## src/rtl/dasc_pkg.sv

```systemverilog
`timescale 1ns / 1ps
`default_nettype none

package dasc_pkg;

   // item action codes
   localparam logic [1:0] ACT_TICK   = 2'd0;
   localparam logic [1:0] ACT_TARGET = 2'd1;
   localparam logic [1:0] ACT_MOVE   = 2'd2;
   localparam logic [1:0] ACT_STOP   = 2'd3;

   // configuration register indexes
   localparam logic CSR_NEAR_BAND = 1'b0;
   localparam logic CSR_FAR_BAND  = 1'b1;

   localparam int CSR_DATA_WIDTH = 12;
   localparam int NEAR_WIDTH     = 8;
   localparam int FAR_WIDTH      = 12;

   localparam logic [NEAR_WIDTH-1:0] NEAR_BAND_RESET = 8'd1;
   localparam logic [FAR_WIDTH-1:0]  FAR_BAND_RESET  = 12'd15;

   // motor drive / motion codes
   localparam logic [3:0] MOTION_STOP     = 4'h0;
   localparam logic [3:0] MOTION_CCW      = 4'h4;
   localparam logic [3:0] MOTION_CCW_FAST = 4'h6;
   localparam logic [3:0] MOTION_CW       = 4'h8;
   localparam logic [3:0] MOTION_CW_FAST  = 4'hA;
   localparam logic [1:0] FAST_ON         = 2'd2;
   localparam logic [1:0] FAST_OFF        = 2'd0;

   // manual speed codes
   localparam logic signed [2:0] SPEED_CW       = 3'sd1;
   localparam logic signed [2:0] SPEED_CW_FAST  = 3'sd2;
   localparam logic signed [2:0] SPEED_CCW      = -3'sd1;
   localparam logic signed [2:0] SPEED_CCW_FAST = -3'sd2;

   // encoder step results
   localparam logic [1:0] STEP_UP   = 2'd1;
   localparam logic [1:0] STEP_DOWN = 2'd3;

   localparam logic [7:0] BUTTONS_RELEASED = 8'hFF;
   localparam int BTN_SLOW = 4;
   localparam int BTN_CCW  = 6;
   localparam int BTN_CW   = 7;

   // narrow controller state
   typedef struct packed {
      logic [3:0] drive;
      logic [3:0] motion;
      logic       seek;
      logic [1:0] fast;
      logic [7:0] last_buttons;
      logic [1:0] prev_phase;
   } ctrl_type;

   localparam ctrl_type CTRL_RESET = '{
      drive:        MOTION_STOP,
      motion:       MOTION_STOP,
      seek:         1'b0,
      fast:         FAST_OFF,
      last_buttons: BUTTONS_RELEASED,
      prev_phase:   2'd0
   };

   // position of a phase code along the up sequence 0-1-3-2
   function automatic logic [1:0] phase_pos(input logic [1:0] code);
      phase_pos = {code[1], code[1] ^ code[0]};
   endfunction

endpackage

`default_nettype wire

```

## src/rtl/dasc_req_if.sv

```systemverilog
`timescale 1ns / 1ps
`default_nettype none

interface dasc_req_if;
   logic              valid;
   logic              ready;
   logic [1:0]        action;
   logic [7:0]        button_port;
   logic [1:0]        encoder_phase;
   logic              index_low;
   logic              disable_high;
   logic signed [15:0] target;
   logic signed [2:0] move_speed;

   modport source (
      output valid, action, button_port, encoder_phase, index_low, disable_high,
             target, move_speed,
      input  ready
   );
   modport sink (
      input  valid, action, button_port, encoder_phase, index_low, disable_high,
             target, move_speed,
      output ready
   );
endinterface

`default_nettype wire

```

## src/rtl/dasc_rsp_if.sv

```systemverilog
`timescale 1ns / 1ps
`default_nettype none

interface dasc_rsp_if;
   logic               valid;
   logic               ready;
   logic [3:0]         drive_code;
   logic [3:0]         motion_code;
   logic signed [15:0] azimuth_count;
   logic               seek_active;

   modport source (
      output valid, drive_code, motion_code, azimuth_count, seek_active,
      input  ready
   );
   modport sink (
      input  valid, drive_code, motion_code, azimuth_count, seek_active,
      output ready
   );
endinterface

`default_nettype wire

```

## src/rtl/dasc_core.sv

```systemverilog
`timescale 1ns / 1ps
`default_nettype none

// next-state logic for one item
module dasc_core #(
   parameter int COUNT_WIDTH = 16
) (
   input  var dasc_pkg::ctrl_type        ctrl_cur,
   input  var logic [COUNT_WIDTH-1:0]    count_cur,
   input  var logic [COUNT_WIDTH-1:0]    target_cur,
   input  var logic [1:0]                action,
   input  var logic [7:0]                button_port,
   input  var logic [1:0]                encoder_phase,
   input  var logic                      index_low,
   input  var logic                      disable_high,
   input  var logic signed [15:0]        target,
   input  var logic signed [2:0]         move_speed,
   input  var logic [dasc_pkg::NEAR_WIDTH-1:0] near_band,
   input  var logic [dasc_pkg::FAR_WIDTH-1:0]  far_band,
   output dasc_pkg::ctrl_type            ctrl_nxt,
   output logic [COUNT_WIDTH-1:0]        count_nxt,
   output logic [COUNT_WIDTH-1:0]        target_nxt
);

   // error compare width: holds the count error and the 12-bit band, plus sign
   localparam int EW = ((COUNT_WIDTH > dasc_pkg::FAR_WIDTH + 1) ?
                        COUNT_WIDTH : dasc_pkg::FAR_WIDTH + 1) + 1;

   logic signed [COUNT_WIDTH-1:0] err_s;
   logic signed [EW-1:0]          err_x;
   logic signed [EW-1:0]          far_x;
   logic signed [EW-1:0]          near_x;
   logic [1:0]                    step;
   logic [7:0]                    old_btn;

   assign err_s  = $signed(target_cur - count_cur);  // short way round
   assign err_x  = EW'(err_s);
   assign far_x  = $signed(EW'(far_band));
   assign near_x = $signed(EW'(near_band));
   assign step   = dasc_pkg::phase_pos(encoder_phase) -
                   dasc_pkg::phase_pos(ctrl_cur.prev_phase);
   assign old_btn = ctrl_cur.last_buttons;

   always_comb begin
      ctrl_nxt   = ctrl_cur;
      count_nxt  = count_cur;
      target_nxt = target_cur;
      case (action)
         dasc_pkg::ACT_TICK: begin
            ctrl_nxt.drive = disable_high ? dasc_pkg::MOTION_STOP : ctrl_cur.motion;
            // seek: far band checked first
            if (ctrl_cur.seek) begin
               if (err_x > far_x) begin
                  ctrl_nxt.motion = dasc_pkg::MOTION_CW_FAST;
               end else if (err_x > near_x) begin
                  ctrl_nxt.motion = dasc_pkg::MOTION_CW;
               end else if (err_x < -far_x) begin
                  ctrl_nxt.motion = dasc_pkg::MOTION_CCW_FAST;
               end else if (err_x < -near_x) begin
                  ctrl_nxt.motion = dasc_pkg::MOTION_CCW;
               end else begin
                  ctrl_nxt.motion = dasc_pkg::MOTION_STOP;
                  ctrl_nxt.seek   = 1'b0;
               end
            end
            // button edges, cw after ccw so cw wins
            if (button_port != old_btn) begin
               ctrl_nxt.fast = button_port[dasc_pkg::BTN_SLOW] ?
                               dasc_pkg::FAST_ON : dasc_pkg::FAST_OFF;
               if (old_btn[dasc_pkg::BTN_CCW] && !button_port[dasc_pkg::BTN_CCW]) begin
                  ctrl_nxt.motion = dasc_pkg::MOTION_CCW | {2'b00, ctrl_nxt.fast};
                  ctrl_nxt.seek   = 1'b0;
               end
               if (!old_btn[dasc_pkg::BTN_CCW] && button_port[dasc_pkg::BTN_CCW]) begin
                  ctrl_nxt.motion = dasc_pkg::MOTION_STOP;
                  ctrl_nxt.seek   = 1'b0;
               end
               if (old_btn[dasc_pkg::BTN_CW] && !button_port[dasc_pkg::BTN_CW]) begin
                  ctrl_nxt.motion = dasc_pkg::MOTION_CW | {2'b00, ctrl_nxt.fast};
                  ctrl_nxt.seek   = 1'b0;
               end
               if (!old_btn[dasc_pkg::BTN_CW] && button_port[dasc_pkg::BTN_CW]) begin
                  ctrl_nxt.motion = dasc_pkg::MOTION_STOP;
                  ctrl_nxt.seek   = 1'b0;
               end
               ctrl_nxt.last_buttons = button_port;
            end
            // encoder: jumps of two and no change leave the count
            if (step == dasc_pkg::STEP_UP) begin
               count_nxt = count_cur + COUNT_WIDTH'(1);
            end else if (step == dasc_pkg::STEP_DOWN) begin
               count_nxt = count_cur - COUNT_WIDTH'(1);
            end
            ctrl_nxt.prev_phase = encoder_phase;
            if (!index_low) begin
               count_nxt = '0;
            end
         end
         dasc_pkg::ACT_TARGET: begin
            target_nxt    = COUNT_WIDTH'(target);
            ctrl_nxt.seek = 1'b1;
         end
         dasc_pkg::ACT_MOVE: begin
            case (move_speed)
               dasc_pkg::SPEED_CW:       ctrl_nxt.motion = dasc_pkg::MOTION_CW;
               dasc_pkg::SPEED_CW_FAST:  ctrl_nxt.motion = dasc_pkg::MOTION_CW_FAST;
               dasc_pkg::SPEED_CCW:      ctrl_nxt.motion = dasc_pkg::MOTION_CCW;
               dasc_pkg::SPEED_CCW_FAST: ctrl_nxt.motion = dasc_pkg::MOTION_CCW_FAST;
               default:                  ctrl_nxt.motion = dasc_pkg::MOTION_STOP;
            endcase
         end
         default: begin
            ctrl_nxt.motion = dasc_pkg::MOTION_STOP;
         end
      endcase
   end

endmodule

`default_nettype wire

```

## src/rtl/dome_azimuth_seek_controller.sv

```systemverilog
`timescale 1ns / 1ps
`default_nettype none

// Dome azimuth seek controller. Each request transfer carries one action: a
// tick (latch drive code, step the two-speed seek, handle button edges, count
// the quadrature encoder, clear on index), a new target that starts the seek,
// a forced manual speed, or stop. Every request gives exactly one response
// with the latched drive code, the motion code, the low 16 bits of the
// azimuth count and the seek flag. Throughput is one request per clock while rsp_chan
// does not stall: the whole update is a single pass of logic from the state registers
// into the next state and the response register, and the response shows up the cycle
// after its request. The response register lets a new request be taken while an earlier
// response waits, as long as rsp_chan.ready is high that cycle. The user must write
// near_band / far_band through the csr_ port only while idle; the block does not enforce it.
module dome_azimuth_seek_controller #(
   parameter int COUNT_WIDTH = 16   // azimuth counter width, 8..32
) (
   input  var logic                                clock,
   input  var logic                                reset,
   dasc_req_if.sink                                req_chan,
   dasc_rsp_if.source                              rsp_chan,
   input  var logic                                csr_we,
   input  var logic                                csr_index,
   input  var logic [dasc_pkg::CSR_DATA_WIDTH-1:0] csr_wdata
);

   // architectural state
   dasc_pkg::ctrl_type               ctrl_ff, ctrl_in;
   logic [COUNT_WIDTH-1:0]           count_ff, count_in;
   logic [COUNT_WIDTH-1:0]           target_ff, target_in;
   logic [dasc_pkg::NEAR_WIDTH-1:0]  near_band_ff;
   logic [dasc_pkg::FAR_WIDTH-1:0]   far_band_ff;

   // response register
   logic                             rsp_valid_ff;
   logic [3:0]                       rsp_drive_ff;
   logic [3:0]                       rsp_motion_ff;
   logic signed [15:0]               rsp_count_ff;
   logic                             rsp_seek_ff;

   logic                             req_xfer;

   // take a new request whenever the response slot is free or draining
   assign req_chan.ready = !rsp_valid_ff || rsp_chan.ready;
   assign req_xfer       = req_chan.valid && req_chan.ready;

   dasc_core #(
      .COUNT_WIDTH (COUNT_WIDTH)
   ) u_core (
      .ctrl_cur      (ctrl_ff),
      .count_cur     (count_ff),
      .target_cur    (target_ff),
      .action        (req_chan.action),
      .button_port   (req_chan.button_port),
      .encoder_phase (req_chan.encoder_phase),
      .index_low     (req_chan.index_low),
      .disable_high  (req_chan.disable_high),
      .target        (req_chan.target),
      .move_speed    (req_chan.move_speed),
      .near_band     (near_band_ff),
      .far_band      (far_band_ff),
      .ctrl_nxt      (ctrl_in),
      .count_nxt     (count_in),
      .target_nxt    (target_in)
   );

   // state commits only on a request transfer
   always_ff @(posedge clock) begin
      if (reset) begin
         ctrl_ff   <= dasc_pkg::CTRL_RESET;
         count_ff  <= '0;
         target_ff <= '0;
      end else if (req_xfer) begin
         ctrl_ff   <= ctrl_in;
         count_ff  <= count_in;
         target_ff <= target_in;
      end
   end

   // band registers
   always_ff @(posedge clock) begin
      if (reset) begin
         near_band_ff <= dasc_pkg::NEAR_BAND_RESET;
         far_band_ff  <= dasc_pkg::FAR_BAND_RESET;
      end else if (csr_we) begin
         unique case (csr_index)
            dasc_pkg::CSR_NEAR_BAND: near_band_ff <= csr_wdata[dasc_pkg::NEAR_WIDTH-1:0];
            dasc_pkg::CSR_FAR_BAND:  far_band_ff  <= csr_wdata[dasc_pkg::FAR_WIDTH-1:0];
            default: ;
         endcase
      end
   end

   // response valid: set by a request transfer, cleared by a response transfer
   always_ff @(posedge clock) begin
      if (reset) begin
         rsp_valid_ff <= 1'b0;
      end else if (req_xfer) begin
         rsp_valid_ff <= 1'b1;
      end else if (rsp_chan.ready) begin
         rsp_valid_ff <= 1'b0;
      end
   end

   // response payload, no reset needed
   always_ff @(posedge clock) begin
      if (req_xfer) begin
         rsp_drive_ff  <= ctrl_in.drive;
         rsp_motion_ff <= ctrl_in.motion;
         rsp_count_ff  <= $signed(16'(count_in));  // low 16 bits, zero-filled if narrower
         rsp_seek_ff   <= ctrl_in.seek;
      end
   end

   assign rsp_chan.valid         = rsp_valid_ff;
   assign rsp_chan.drive_code    = rsp_drive_ff;
   assign rsp_chan.motion_code   = rsp_motion_ff;
   assign rsp_chan.azimuth_count = rsp_count_ff;
   assign rsp_chan.seek_active   = rsp_seek_ff;

endmodule

`default_nettype wire
```

## src/flat_wrapper.sv

```systemverilog
// flat-port wrapper written by rule: the top's interface ports become plain ports
module dome_azimuth_seek_controller_flat 
#(
   parameter int COUNT_WIDTH = 16                                  
)
  (clock, reset, csr_we, csr_index, csr_wdata, req_chan_valid, req_chan_action, req_chan_button_port, req_chan_encoder_phase, req_chan_index_low, req_chan_disable_high, req_chan_target, req_chan_move_speed, req_chan_ready, rsp_chan_valid, rsp_chan_drive_code, rsp_chan_motion_code, rsp_chan_azimuth_count, rsp_chan_seek_active, rsp_chan_ready);
  dasc_req_if req_chan_i ();
  dasc_rsp_if rsp_chan_i ();
  input  var logic clock;
  input  var logic reset;
  input  var logic csr_we;
  input  var logic csr_index;
  input  var logic [dasc_pkg::CSR_DATA_WIDTH-1:0] csr_wdata;
  input wire logic [$bits(req_chan_i.valid)-1:0] req_chan_valid;
  input wire logic [$bits(req_chan_i.action)-1:0] req_chan_action;
  input wire logic [$bits(req_chan_i.button_port)-1:0] req_chan_button_port;
  input wire logic [$bits(req_chan_i.encoder_phase)-1:0] req_chan_encoder_phase;
  input wire logic [$bits(req_chan_i.index_low)-1:0] req_chan_index_low;
  input wire logic [$bits(req_chan_i.disable_high)-1:0] req_chan_disable_high;
  input wire logic [$bits(req_chan_i.target)-1:0] req_chan_target;
  input wire logic [$bits(req_chan_i.move_speed)-1:0] req_chan_move_speed;
  output wire logic [$bits(req_chan_i.ready)-1:0] req_chan_ready;
  output wire logic [$bits(rsp_chan_i.valid)-1:0] rsp_chan_valid;
  output wire logic [$bits(rsp_chan_i.drive_code)-1:0] rsp_chan_drive_code;
  output wire logic [$bits(rsp_chan_i.motion_code)-1:0] rsp_chan_motion_code;
  output wire logic [$bits(rsp_chan_i.azimuth_count)-1:0] rsp_chan_azimuth_count;
  output wire logic [$bits(rsp_chan_i.seek_active)-1:0] rsp_chan_seek_active;
  input wire logic [$bits(rsp_chan_i.ready)-1:0] rsp_chan_ready;
  assign req_chan_i.valid = req_chan_valid;
  assign req_chan_i.action = req_chan_action;
  assign req_chan_i.button_port = req_chan_button_port;
  assign req_chan_i.encoder_phase = req_chan_encoder_phase;
  assign req_chan_i.index_low = req_chan_index_low;
  assign req_chan_i.disable_high = req_chan_disable_high;
  assign req_chan_i.target = req_chan_target;
  assign req_chan_i.move_speed = req_chan_move_speed;
  assign req_chan_ready = req_chan_i.ready;
  assign rsp_chan_valid = rsp_chan_i.valid;
  assign rsp_chan_drive_code = rsp_chan_i.drive_code;
  assign rsp_chan_motion_code = rsp_chan_i.motion_code;
  assign rsp_chan_azimuth_count = rsp_chan_i.azimuth_count;
  assign rsp_chan_seek_active = rsp_chan_i.seek_active;
  assign rsp_chan_i.ready = rsp_chan_ready;
  dome_azimuth_seek_controller #(.COUNT_WIDTH(COUNT_WIDTH)) u_core (.clock(clock), .reset(reset), .req_chan(req_chan_i), .rsp_chan(rsp_chan_i), .csr_we(csr_we), .csr_index(csr_index), .csr_wdata(csr_wdata));
endmodule
```

## config.mk

```make
export PLATFORM = sky130hd
export DESIGN_NAME = dome_azimuth_seek_controller_flat
export DESIGN_NICKNAME = d
export VERILOG_FILES = /design/src/rtl/dasc_pkg.sv /design/src/rtl/dasc_req_if.sv /design/src/rtl/dasc_rsp_if.sv /design/src/rtl/dasc_core.sv /design/src/rtl/dome_azimuth_seek_controller.sv /design/src/flat_wrapper.sv
export SDC_FILE = /design/constraint.sdc
export NUM_CORES = 1
export LEC_CHECK = 0
export ABC_CLOCK_PERIOD_IN_PS = 9140
export BUFFER_PORTS_ARGS = -buffer_cell sky130_fd_sc_hd__buf_2
export CORE_ASPECT_RATIO = 1.1
export CORE_MARGIN = 10
export CORE_UTILIZATION = 47
export CTS_CLUSTER_DIAMETER = 200
export DETAILED_ROUTE_END_ITERATION = 10
export PLACE_DENSITY = 0.7
export SLEW_MARGIN = 30
export SYNTH_ARGS = -nofsm -noshare
export SYNTH_HDL_FRONTEND = slang
export SYNTH_HIERARCHICAL = 1
export SYNTH_SLANG_ARGS = --single-unit
```

## constraint.sdc

```tcl
create_clock -name clock -period 9.14 [get_ports clock]
set_input_delay 0.914 -clock clock [delete_from_list [all_inputs] [get_ports clock]]
set_output_delay 0.914 -clock clock [all_outputs]
set_load 0.02 [all_outputs]
```

==> results of run 1 <==
## final cells by class
class                      count  area share (%)
tap                          200            3.00
multi-input combinational    732            59.3
inverter                      54            2.43
clock inverter                 6            1.15
clock buffer                  10            2.74
sequential                    97            26.2
timing repair buffer          82            5.14
## critical path: cells and delay by family (launching register included)
kind	cells	cell delay, ns
adder cells (fa/ha/maj)	4	1.33
XOR/XNOR	1	0.43
AND/OR/NAND/NOR	2	0.24
flip-flops	1	0.53
AO/OA/AOI/OAI	10	1.80
buffers and inverters	1	0.14
## power groups by stage
stage | logic [W] | registers (W) | clock network, W
floorplan | 0.000301 | 0.000493 | 0
finish | 0.000409 | 0.000477 | 0.000420
global placement | 0.000397 | 0.000487 | 0
detailed placement | 0.000405 | 0.000487 | 0
CTS | 0.000408 | 0.000477 | 0.000432
global route | 0.000464 | 0.000480 | 0.000448
## routing by layer
metal	up-vias	GRT usage [%]	part of all wire, %
met1	3029	22.1	48
met3	21	2.88	4.7
met2	141	27.1	45
met4	0	6.10	2.0
li1	3399	-	-
met5	-	0	0
## through the flow
stage | total power (W) | worst slack, ns | cells | hold slack, ns | cell area, µm²
after global routing | 0.00139 | 4.10 | 1181 | 0.505 | 8350
after CTS | 0.00132 | 4.64 | 1181 | 0.467 | 8350
final | 0.00131 | 4.59 | 1181 | 0.466 | 8350
after detailed placement | 0.000893 | 4.67 | 1165 | 0.457 | 8020
after floorplan | 0.000794 | 5.19 | 930 | 0.436 | 7590
after global placement | 0.000884 | 4.78 | 1165 | 0.451 | 8020
## registers in the layout, summed over array words and instances (netlist names)
| name | flops |
|---|---|
| u_core/rsp_chan.drive_code | 4 |
| u_core/rsp_chan.motion_code | 4 |
| u_core/near_band_ff | 8 |
| u_core/target_ff | 16 |
| u_core/far_band_ff | 12 |
| u_core/count_ff | 16 |
| u_core/rsp_chan.valid | 1 |
| u_core/rsp_chan.azimuth_count | 16 |
| u_core/ctrl_ff | 19 |
| u_core/rsp_chan.seek_active | 1 |
## path summary, 6_finish.rpt
| path | endpoint | slack (ns) |
|---|---|---|
| min | u_core/near_band_ff[6] | 0.47 |
| max reg2reg | u_core/ctrl_ff[15] | 4.59 |
| max | u_core/ctrl_ff[15] | 4.59 |
| min reg2reg | u_core/near_band_ff[6] | 0.47 |
## placed cells by master (no fill, tap or decap), drive strengths merged, types with 3 or more instances in the layout
cell / instances
buf: 82
a2111oi: 3
and2: 7
ha: 73
a21o: 10
inv: 57
o211ai: 8
o31ai: 7
and3: 6
nand2b: 9
clkbuf: 10
mux2i: 13
nor3: 16
nand2: 152
a211oi: 4
nand3b: 8
dfxtp: 72
a21bo: 43
nor4: 11
o21a: 5
o21ai: 31
nor2: 52
edfxtp: 25
or3: 7
a41oi: 3
a31oi: 7
xnor2: 33
a21oi: 102
nor2b: 8
o21bai: 3
nand3: 56
o2111ai: 3
nand4: 10
xor2: 13
==> results.py, run 1 <==
metrics = {
    "run_status": {
        "status": "complete, no violations",
    },
    "sta": {
        "slew_headroom_pct": 38.6,
        "min_period_ns": 4.55,
        "layout_worst_path_cycle_share_pct": 49.8,
        "rsz0062_at_grt": "no",
        "skew_ns": 0.00718,
        "setup-tns-final_ns": 0,
        "tightest_slew_ns": 0.922,
        "max_freq_mhz": 220,
        "finalHoldViolCount": 0,
        "drv_slew": 0,
        "final-setup-viol-count": 0,
    },
    "drt": {
        "viasPerCell": 5.58,
        "firstDrtPassIters": 5,
        "postRouteAntennaNets": 0,
        "routed-via-count": 6590,
        "dr.first_iter.drc_count": 409,
        "post_drt_wl_per_cell_um": 15.5,
        "drc": 0,
        "drt_wl_total_um": 18300,
    },
    "worst_setup_path": {
        "path_class": "reg -> reg",
        "cp.arrival_ns": 4.83,
        "reg2reg_depth": 18,
        "crit_path_end_kind": "flop",
        "required_ns": 9.42,
        "critPathLaunchType": "flop",
        "cp_common_cell": "a21oi_1",
        "cp_cell_sequence": "inv_1 -> ha_1 -> o211ai_1 -> a21oi_1 -> nor2_1 -> xnor2_1 -> ha_1 -> o21a_1 -> o2111ai_1 -> a21oi_1 -> a211o_1 -> maj3_2 -> maj3_2 -> o21ai_0 -> a211oi_1 -> o31ai_1 -> nand3_1 -> a21oi_1",
        "crit_start": "u_core/count_ff[3]",
        "r2r_start": "u_core/count_ff[3]",
        "cp_max_fo": 9,
        "slowest_stage": "dfxtp_1",
        "cpPeakStageDelay_ns": 0.53,
    },
    "power": {
        "ir_drop_mv": 0.110,
        "p_int_w": 0.000866,
        "swShare_pct": 33.7,
        "p_comb_share_pct": 31.3,
        "power_leakage_nw": 3.57,
        "seqPwrFrac_pct": 36.5,
        "p_sw_w": 0.000441,
        "clkPwrFrac_pct": 32.2,
        "p_per_area_mw_per_mm2": 156,
    },
    "global_routing": {
        "grt_pass1_wl_um": 30900,
        "grt_usage_pct": 16.9,
        "antenna_found_initial": 0,
        "overflow": 0,
        "grt_max_degree": 90,
        "grt_pass1_vias": 6305,
    },
    "synth": {
        "syn_inst": 930,
        "netlist_area_mm2": 0.00759,
        "yosys_warnings": 6,
        "avgSynthCellArea_um2": 8.16,
        "synth_nets": 1055,
    },
    "cts": {
        "post_cts_buffers": 0,
        "clkSinkCount": 97,
        "clk_path_buf_depth": 2,
        "cts_resized": 0,
        "path_clk_slew_ns": 0.07,
        "cts_buffers": 9,
        "hold_buffers": 0,
        "root_buffer": "clkbuf_16",
        "clk_latency_ns": 0.36,
        "htreeDepth": 3,
        "cts_tree": "yes",
    },
    "floorplan": {
        "placementRows": 48,
        "ios": 78,
        "die_w_um": 141,
        "initial_core_util_pct": 48.1,
        "die_height_um": 153,
        "core_mm2": 0.0158,
        "die_area_mm2": 0.0216,
    },
    "min_path": {
        "hp-start": "u_core/near_band_ff[6]",
        "holdPathStages": 2,
        "hold_path_class": "reg -> reg",
    },
    "cells_and_area": {
        "drive_above_1_share_pct": 16.1,
        "multi_input_area_mm2": 0.00495,
        "regArea_mm2": 0.00219,
        "antenna_cells": 0,
        "fin_util_pct": 52.9,
        "area.growth.synth_to_final_pct": 10.1,
        "fillCellCount": 1556,
        "fin_nets": 1101,
    },
    "placed_design": {
        "io_buffer_count": 77,
        "dp_hpwl_um": 13700,
        "routabilityCongestion": 0.925,
    },
    "job": {
        "cap_violations": 0,
    },
}
(Power assumes the default switching activity.)
==> run 2, diff against run 1 <==
--- a/config.mk
+++ b/config.mk
@@ -5,14 +5,14 @@
 export SDC_FILE = /design/constraint.sdc
 export NUM_CORES = 1
 export LEC_CHECK = 0
-export ABC_CLOCK_PERIOD_IN_PS = 9140
+export ABC_CLOCK_PERIOD_IN_PS = 3900
 export BUFFER_PORTS_ARGS = -buffer_cell sky130_fd_sc_hd__buf_2
 export CORE_ASPECT_RATIO = 1.1
 export CORE_MARGIN = 10
 export CORE_UTILIZATION = 47
 export CTS_CLUSTER_DIAMETER = 200
 export DETAILED_ROUTE_END_ITERATION = 10
-export PLACE_DENSITY = 0.7
+export PLACE_DENSITY = 0.72
 export SLEW_MARGIN = 30
 export SYNTH_ARGS = -nofsm -noshare
 export SYNTH_HDL_FRONTEND = slang
==> constraint.sdc (replaced) <==
create_clock -name clock -period 3.9 [get_ports clock]
set_input_delay 0.39 -clock clock [delete_from_list [all_inputs] [get_ports clock]]
set_output_delay 0.39 -clock clock [all_outputs]
set_load 0.02 [all_outputs]
==> run 2 against run 1 <==
Effect of this change: worst hold slack lost 0.20 ns; sequential share of layout area shrank 2.9 points; the run now ends with negative setup slack left; highest routed layer unchanged; non-clock buffer count grew 98; final cell count grew 8.3%; die area is the same; critical endpoint unchanged; wire length grew 12%.
==> results.py, run 2 (synthesis gave the netlist of run 1 again) <==
metrics = {
    "run_status": {
        "status": "finished with violations",
        "violations": "negative setup slack",
    },
    "cts": {
        "root_buffer": "clkbuf_16",
        "hold_buffers": 0,
        "cts_tree": "yes",
        "htreeDepth": 3,
        "cts_buffers": 9,
        "clk_path_buf_depth": 2,
        "clkSinkCount": 97,
        "path_clk_slew_ns": 0.07,
        "clk_latency_ns": 0.36,
    },
    "floorplan": {
        "die_area_mm2": 0.0216,
        "placementRows": 48,
        "ios": 78,
        "die_w_um": 141,
        "initial_core_util_pct": 48.1,
        "core_mm2": 0.0158,
        "die_height_um": 153,
    },
    "min_path": {
        "hold_path_class": "in -> reg",
        "min_to": "u_core/far_band_ff[0]",
        "hp-start": "csr_wdata[0]",
        "holdPathStages": 3,
    },
    "cells_and_area": {
        "area.growth.synth_to_final_pct": 24.0,
        "stdcell_area_mm2": 0.00941,
        "antenna_cells": 0,
        "fin_nets": 1199,
        "layout_common_cells": "nand2_1 (151), buf_4 (100), buf_2 (76)",
        "largest-register": "u_core/ctrl_ff",
        "final_common_cell": "nand2_1",
        "largest_reg_flops": 19,
        "drive_above_1_share_pct": 28.7,
        "fin_util_pct": 59.6,
    },
    "power": {
        "p_per_area_mw_per_mm2": 353,
        "power_leakage_nw": 4.09,
        "total_power_w": 0.00332,
        "ir_drop_mv": 0.244,
    },
    "sta": {
        "slew_headroom_pct": 40.3,
        "layout_worst_path_cycle_share_pct": 103,
        "hold-worst-slack_ns": 0.262,
        "rsz0062_at_grt": "yes",
        "skew_ns": 0.0101,
        "tightest_slew_ns": 0.896,
        "final-setup-viol-count": 3,
        "fin_ws_ns": -0.123,
        "min_period_ns": 4.02,
        "finalHoldViolCount": 0,
        "max_freq_mhz": 249,
        "drv_slew": 0,
    },
    "worst_setup_path": {
        "required_ns": 4.19,
        "cp_max_fo": 3,
        "timing.rr.end": "u_core/ctrl_ff[15]",
        "crit_path_end_kind": "flop",
        "cpPeakStageDelay_ns": 0.37,
        "r2r_start": "u_core/target_ff[0]",
        "reg2reg_depth": 19,
        "r2r_slack_ns": -0.12,
        "slowest_stage": "fa_2",
        "cp_cell_sequence": "inv_2 -> ha_4 -> inv_2 -> fa_2 -> buf_6 -> a21o_1 -> a21oi_2 -> xnor2_2 -> ha_1 -> a2111oi_2 -> a21oi_1 -> a211o_1 -> maj3_2 -> maj3_2 -> o21ai_4 -> a211oi_2 -> o31ai_1 -> nand3_1 -> a21oi_1",
        "path_class": "reg -> reg",
        "crit_start": "u_core/target_ff[0]",
        "cp.arrival_ns": 4.31,
        "critPathLaunchType": "flop",
    },
    "drt": {
        "postRouteAntennaNets": 0,
        "dr.first_iter.drc_count": 556,
        "drt_wl_total_um": 20500,
        "viasPerCell": 5.57,
        "firstDrtPassIters": 5,
        "drc": 0,
        "routed-via-count": 7119,
        "post_drt_wl_per_cell_um": 16.1,
    },
    "global_routing": {
        "grt_usage_pct": 18.3,
        "grt_pass1_vias": 6794,
        "grt_max_degree": 89,
        "antenna_found_initial": 0,
        "overflow": 0,
        "grt_pass1_wl_um": 33300,
    },
    "placed_design": {
        "routabilityCongestion": 0.920,
        "place_ws_ns": -0.214,
        "io_buffer_count": 77,
        "dp_hpwl_um": 14600,
        "placed_area_mm2": 0.00852,
    },
    "job": {
        "cap_violations": 0,
    },
}
[run 2: cell count changes in the layout (fill, tap and decap cells not counted), sizes merged]
cell	before	now
buf	82	180
bufinv	2	0
clkinv	0	3
inv	57	56
[run 2: per-layer routing]
metal / share of wire [%] / track usage (%)
met5: 0 / 0
met4: 2.6 / 6.64
met3: 5.8 / 3.59
met2: 48 / 30.3
met1: 44 / 22.8
[run 2: final cells by class]
class / instances / area, µm²
clock buffer: 10 / 229
clock inverter: 6 / 52.6
fill: 1399 / 6380
inverter: 54 / 203
multi-input combinational: 732 / 5300
sequential: 97 / 2190
tap: 200 / 250
timing repair buffer: 180 / 1180
[run 2: stage by stage]
step | std cells | TNS [ns]
2_1_floorplan | 930 | 0
3_3_place_gp | 1229 | -0.582
3_5_place_dp | 1229 | -1.19
4_1_cts | 1278 | -0.244
5_1_grt | 1279 | -1.69
6_report | 1279 | -0.282
[run 2: report_power, final]
| part | internal, W | switching (W) |
|---|---|---|
| Clock | 0.000443 | 0.000414 |
| Sequential | 0.00108 | 0.0000333 |
| Combinational | 0.000625 | 0.000726 |
[run 2: repair_timing]
| item | CTS | global route |
|---|---|---|
| buffers inserted | 33 | 5 |
| pin swaps | 29 | 26 |
| gates cloned | 0 | 0 |
| endpoints found under the setup margin | 8 | 9 |
| gates resized for setup | 35 | 40 |
[run 2: critical path, delay by kind of cell (launching register included)]
| family | cells | cell delay (ns) |
|---|---|---|
| and+or+nand+nor | 1 | 0.10 |
| xor gates and xnor gates | 1 | 0.14 |
| DFF | 1 | 0.33 |
| AOI/OAI and AO/OA | 9 | 1.68 |
| buffers and inverters | 3 | 0.26 |
| adders and majority gates | 5 | 1.43 |
[run 2: worst max-delay path by stage]
stage                         endpoint  slack (ns)  cells past startpoint
floorplan           u_core/ctrl_ff[14]       0.008                     17
global placement    u_core/ctrl_ff[15]       -0.15                     21
detailed placement  u_core/ctrl_ff[15]       -0.21                     21
CTS                 u_core/ctrl_ff[14]       -0.08                     19
global route        u_core/ctrl_ff[14]       -0.31                     19
finish              u_core/ctrl_ff[15]       -0.12                     19
==> run 3, diff against run 2 <==
--- a/config.mk
+++ b/config.mk
@@ -5,10 +5,11 @@
 export SDC_FILE = /design/constraint.sdc
 export NUM_CORES = 1
 export LEC_CHECK = 0
+export ABC_AREA = 1
 export ABC_CLOCK_PERIOD_IN_PS = 3900
 export BUFFER_PORTS_ARGS = -buffer_cell sky130_fd_sc_hd__buf_2
 export CORE_ASPECT_RATIO = 1.1
-export CORE_MARGIN = 10
+export CORE_MARGIN = 1.5
 export CORE_UTILIZATION = 47
 export CTS_CLUSTER_DIAMETER = 200
 export DETAILED_ROUTE_END_ITERATION = 10
==> run 3 against run 2 <==
Effect of this change: the flow now finishes without violations; first-iteration DRC count down 16%; critical path depth up 5; final cell count up 16%; worst hold slack worse by 0.046 ns; non-clock buffer count down 94.
==> results.py, run 3 <==
metrics = {
    "run_status": {
        "status": "complete, no violations",
    },
    "placed_design": {
        "routabilityCongestion": 0.897,
        "dp_hpwl_um": 15100,
        "placed_area_mm2": 0.00836,
        "io_buffer_count": 77,
    },
    "cells_and_area": {
        "final_common_cell": "nand2_1",
        "stdcell_area_mm2": 0.00883,
        "antenna_cells": 0,
        "area.growth.synth_to_final_pct": 11.8,
        "drive_above_1_share_pct": 12.4,
        "layout_common_cells": "nand2_1 (307), inv_1 (178), nor2_1 (137)",
        "fin_nets": 1406,
        "largest-register": "u_core/ctrl_ff",
        "largest_reg_flops": 19,
    },
    "sta": {
        "skew_ns": 0.00663,
        "finalHoldViolCount": 0,
        "min_period_ns": 3.60,
        "slew_headroom_pct": 36.6,
        "final-setup-viol-count": 0,
        "layout_worst_path_cycle_share_pct": 92.2,
        "rsz0062_at_grt": "no",
        "tightest_slew_ns": 0.952,
        "max_freq_mhz": 278,
        "drv_slew": 0,
    },
    "global_routing": {
        "grt_pass1_wl_um": 32800,
        "grt_pass1_vias": 6928,
        "antenna_found_initial": 0,
        "grt_max_degree": 97,
        "overflow": 0,
        "grt_usage_pct": 23.0,
    },
    "worst_setup_path": {
        "cp_max_fo": 7,
        "critPathLaunchType": "flop",
        "crit_path_end_kind": "flop",
        "reg2reg_depth": 24,
        "path_class": "reg -> reg",
        "required_ns": 4.19,
        "cp.arrival_ns": 3.89,
    },
    "synth": {
        "syn_inst": 1222,
        "synth_nets": 1347,
        "avgSynthCellArea_um2": 6.47,
        "netlist_area_mm2": 0.00790,
        "yosys_warnings": 6,
    },
    "cts": {
        "clkSinkCount": 97,
        "cts_tree": "yes",
        "path_clk_slew_ns": 0.07,
        "root_buffer": "clkbuf_16",
        "clk_path_buf_depth": 2,
        "cts_buffers": 9,
        "htreeDepth": 3,
        "hold_buffers": 0,
        "clk_latency_ns": 0.36,
    },
    "drt": {
        "post_drt_wl_per_cell_um": 13.5,
        "viasPerCell": 5.16,
        "drc": 0,
        "drt_wl_total_um": 20100,
        "firstDrtPassIters": 5,
        "postRouteAntennaNets": 0,
        "routed-via-count": 7695,
        "dr.first_iter.drc_count": 466,
    },
    "power": {
        "total_power_w": 0.00353,
        "power_leakage_nw": 4.56,
        "ir_drop_mv": 0.245,
        "clkPwrFrac_pct": 24.9,
        "seqPwrFrac_pct": 33.9,
        "p_int_w": 0.00212,
        "p_per_area_mw_per_mm2": 399,
        "swShare_pct": 40.0,
        "p_comb_share_pct": 41.2,
        "p_sw_w": 0.00141,
    },
    "floorplan": {
        "die_area_mm2": 0.0176,
        "die_w_um": 127,
        "die_height_um": 139,
        "placementRows": 49,
        "core_mm2": 0.0164,
        "ios": 78,
        "initial_core_util_pct": 48.1,
    },
    "min_path": {
        "holdPathStages": 2,
        "hold_path_class": "in -> reg",
    },
    "job": {
        "cap_violations": 0,
    },
}
[run 3: worst paths after layout]
path | start | endpoint | slack, ns
hold reg to reg | u_core/ctrl_ff[3] | u_core/ctrl_ff[3] | 0.46
setup reg to reg | u_core/count_ff[13] | u_core/ctrl_ff[15] | 0.30
setup / recovery | u_core/count_ff[13] | u_core/ctrl_ff[15] | 0.30
hold / removal | reset | u_core/rsp_chan.valid | 0.22
[run 3: layout make-up]
| cell class | instances | area, µm² |
|---|---|---|
| clock buffers | 10 | 239 |
| clock inverters | 6 | 47.5 |
| fillers | 1668 | 7600 |
| inverters | 190 | 713 |
| multi-input cells | 897 | 4900 |
| flip-flops and latches | 97 | 2210 |
| well taps | 204 | 255 |
| repair buffers | 86 | 465 |
[run 3: what timing repair did]
action,in CTS,in global routing
endpoints found under the setup margin,3,7
setup buffers,0,1
pin swaps,0,6
resized for setup,4,42
[run 3: per-stage QoR]
step / setup WS [ns] / setup TNS, ns / hold slack [ns] / instances / utilization (%)
floorplan: 0.653 / 0 / 0.429 / 1222 / -
global placement: -0.0739 / -0.122 / 0.442 / 1473 / 50.9
detailed placement: -0.115 / -0.193 / 0.449 / 1473 / 50.9
CTS: 0.00554 / 0 / 0.203 / 1489 / 52.7
global route: 0.00468 / 0 / 0.215 / 1490 / 53.8
finish: 0.302 / 0 / 0.216 / 1490 / 53.8
[run 3: power groups by stage]
stage	logic [W]	clock network [W]	registers, W
after floorplan	0.00104	0	0.00122
after global placement	0.00136	0	0.00121
after detailed placement	0.00138	0	0.00121
after CTS	0.00140	0.000901	0.00119
after global routing	0.00168	0.000943	0.00121
final	0.00145	0.000878	0.00120
[run 3: critical path, stage by stage, from the launching register on]
cell and delay [ns]:
dfxtp_1 0.33, inv_1 0.14, ha_4 0.33, inv_1 0.10, nor3_1 0.31, and2_1 0.19, nand2_2 0.07, nand2_1 0.07
nand2_1 0.06, nand2_2 0.07, inv_1 0.06, ha_1 0.29, nand3_1 0.12, nor3_2 0.25, nand4_1 0.17, nand3_1 0.13
xor2_1 0.21, a21oi_1 0.09, o21bai_1 0.15, nand2_1 0.06, nand2_1 0.07, inv_1 0.04, nand3_1 0.07, nand2_1 0.06
nor2_1 0.07
[run 3: per-layer routing]
metal,part of all wire (%),vias to the layer above,GRT usage (%)
met4,3.3,0,9.86
li1,-,4048,-
met2,47,149,38.2
met5,0,-,0
met1,46,3464,29.8
met3,3.8,34,3.32
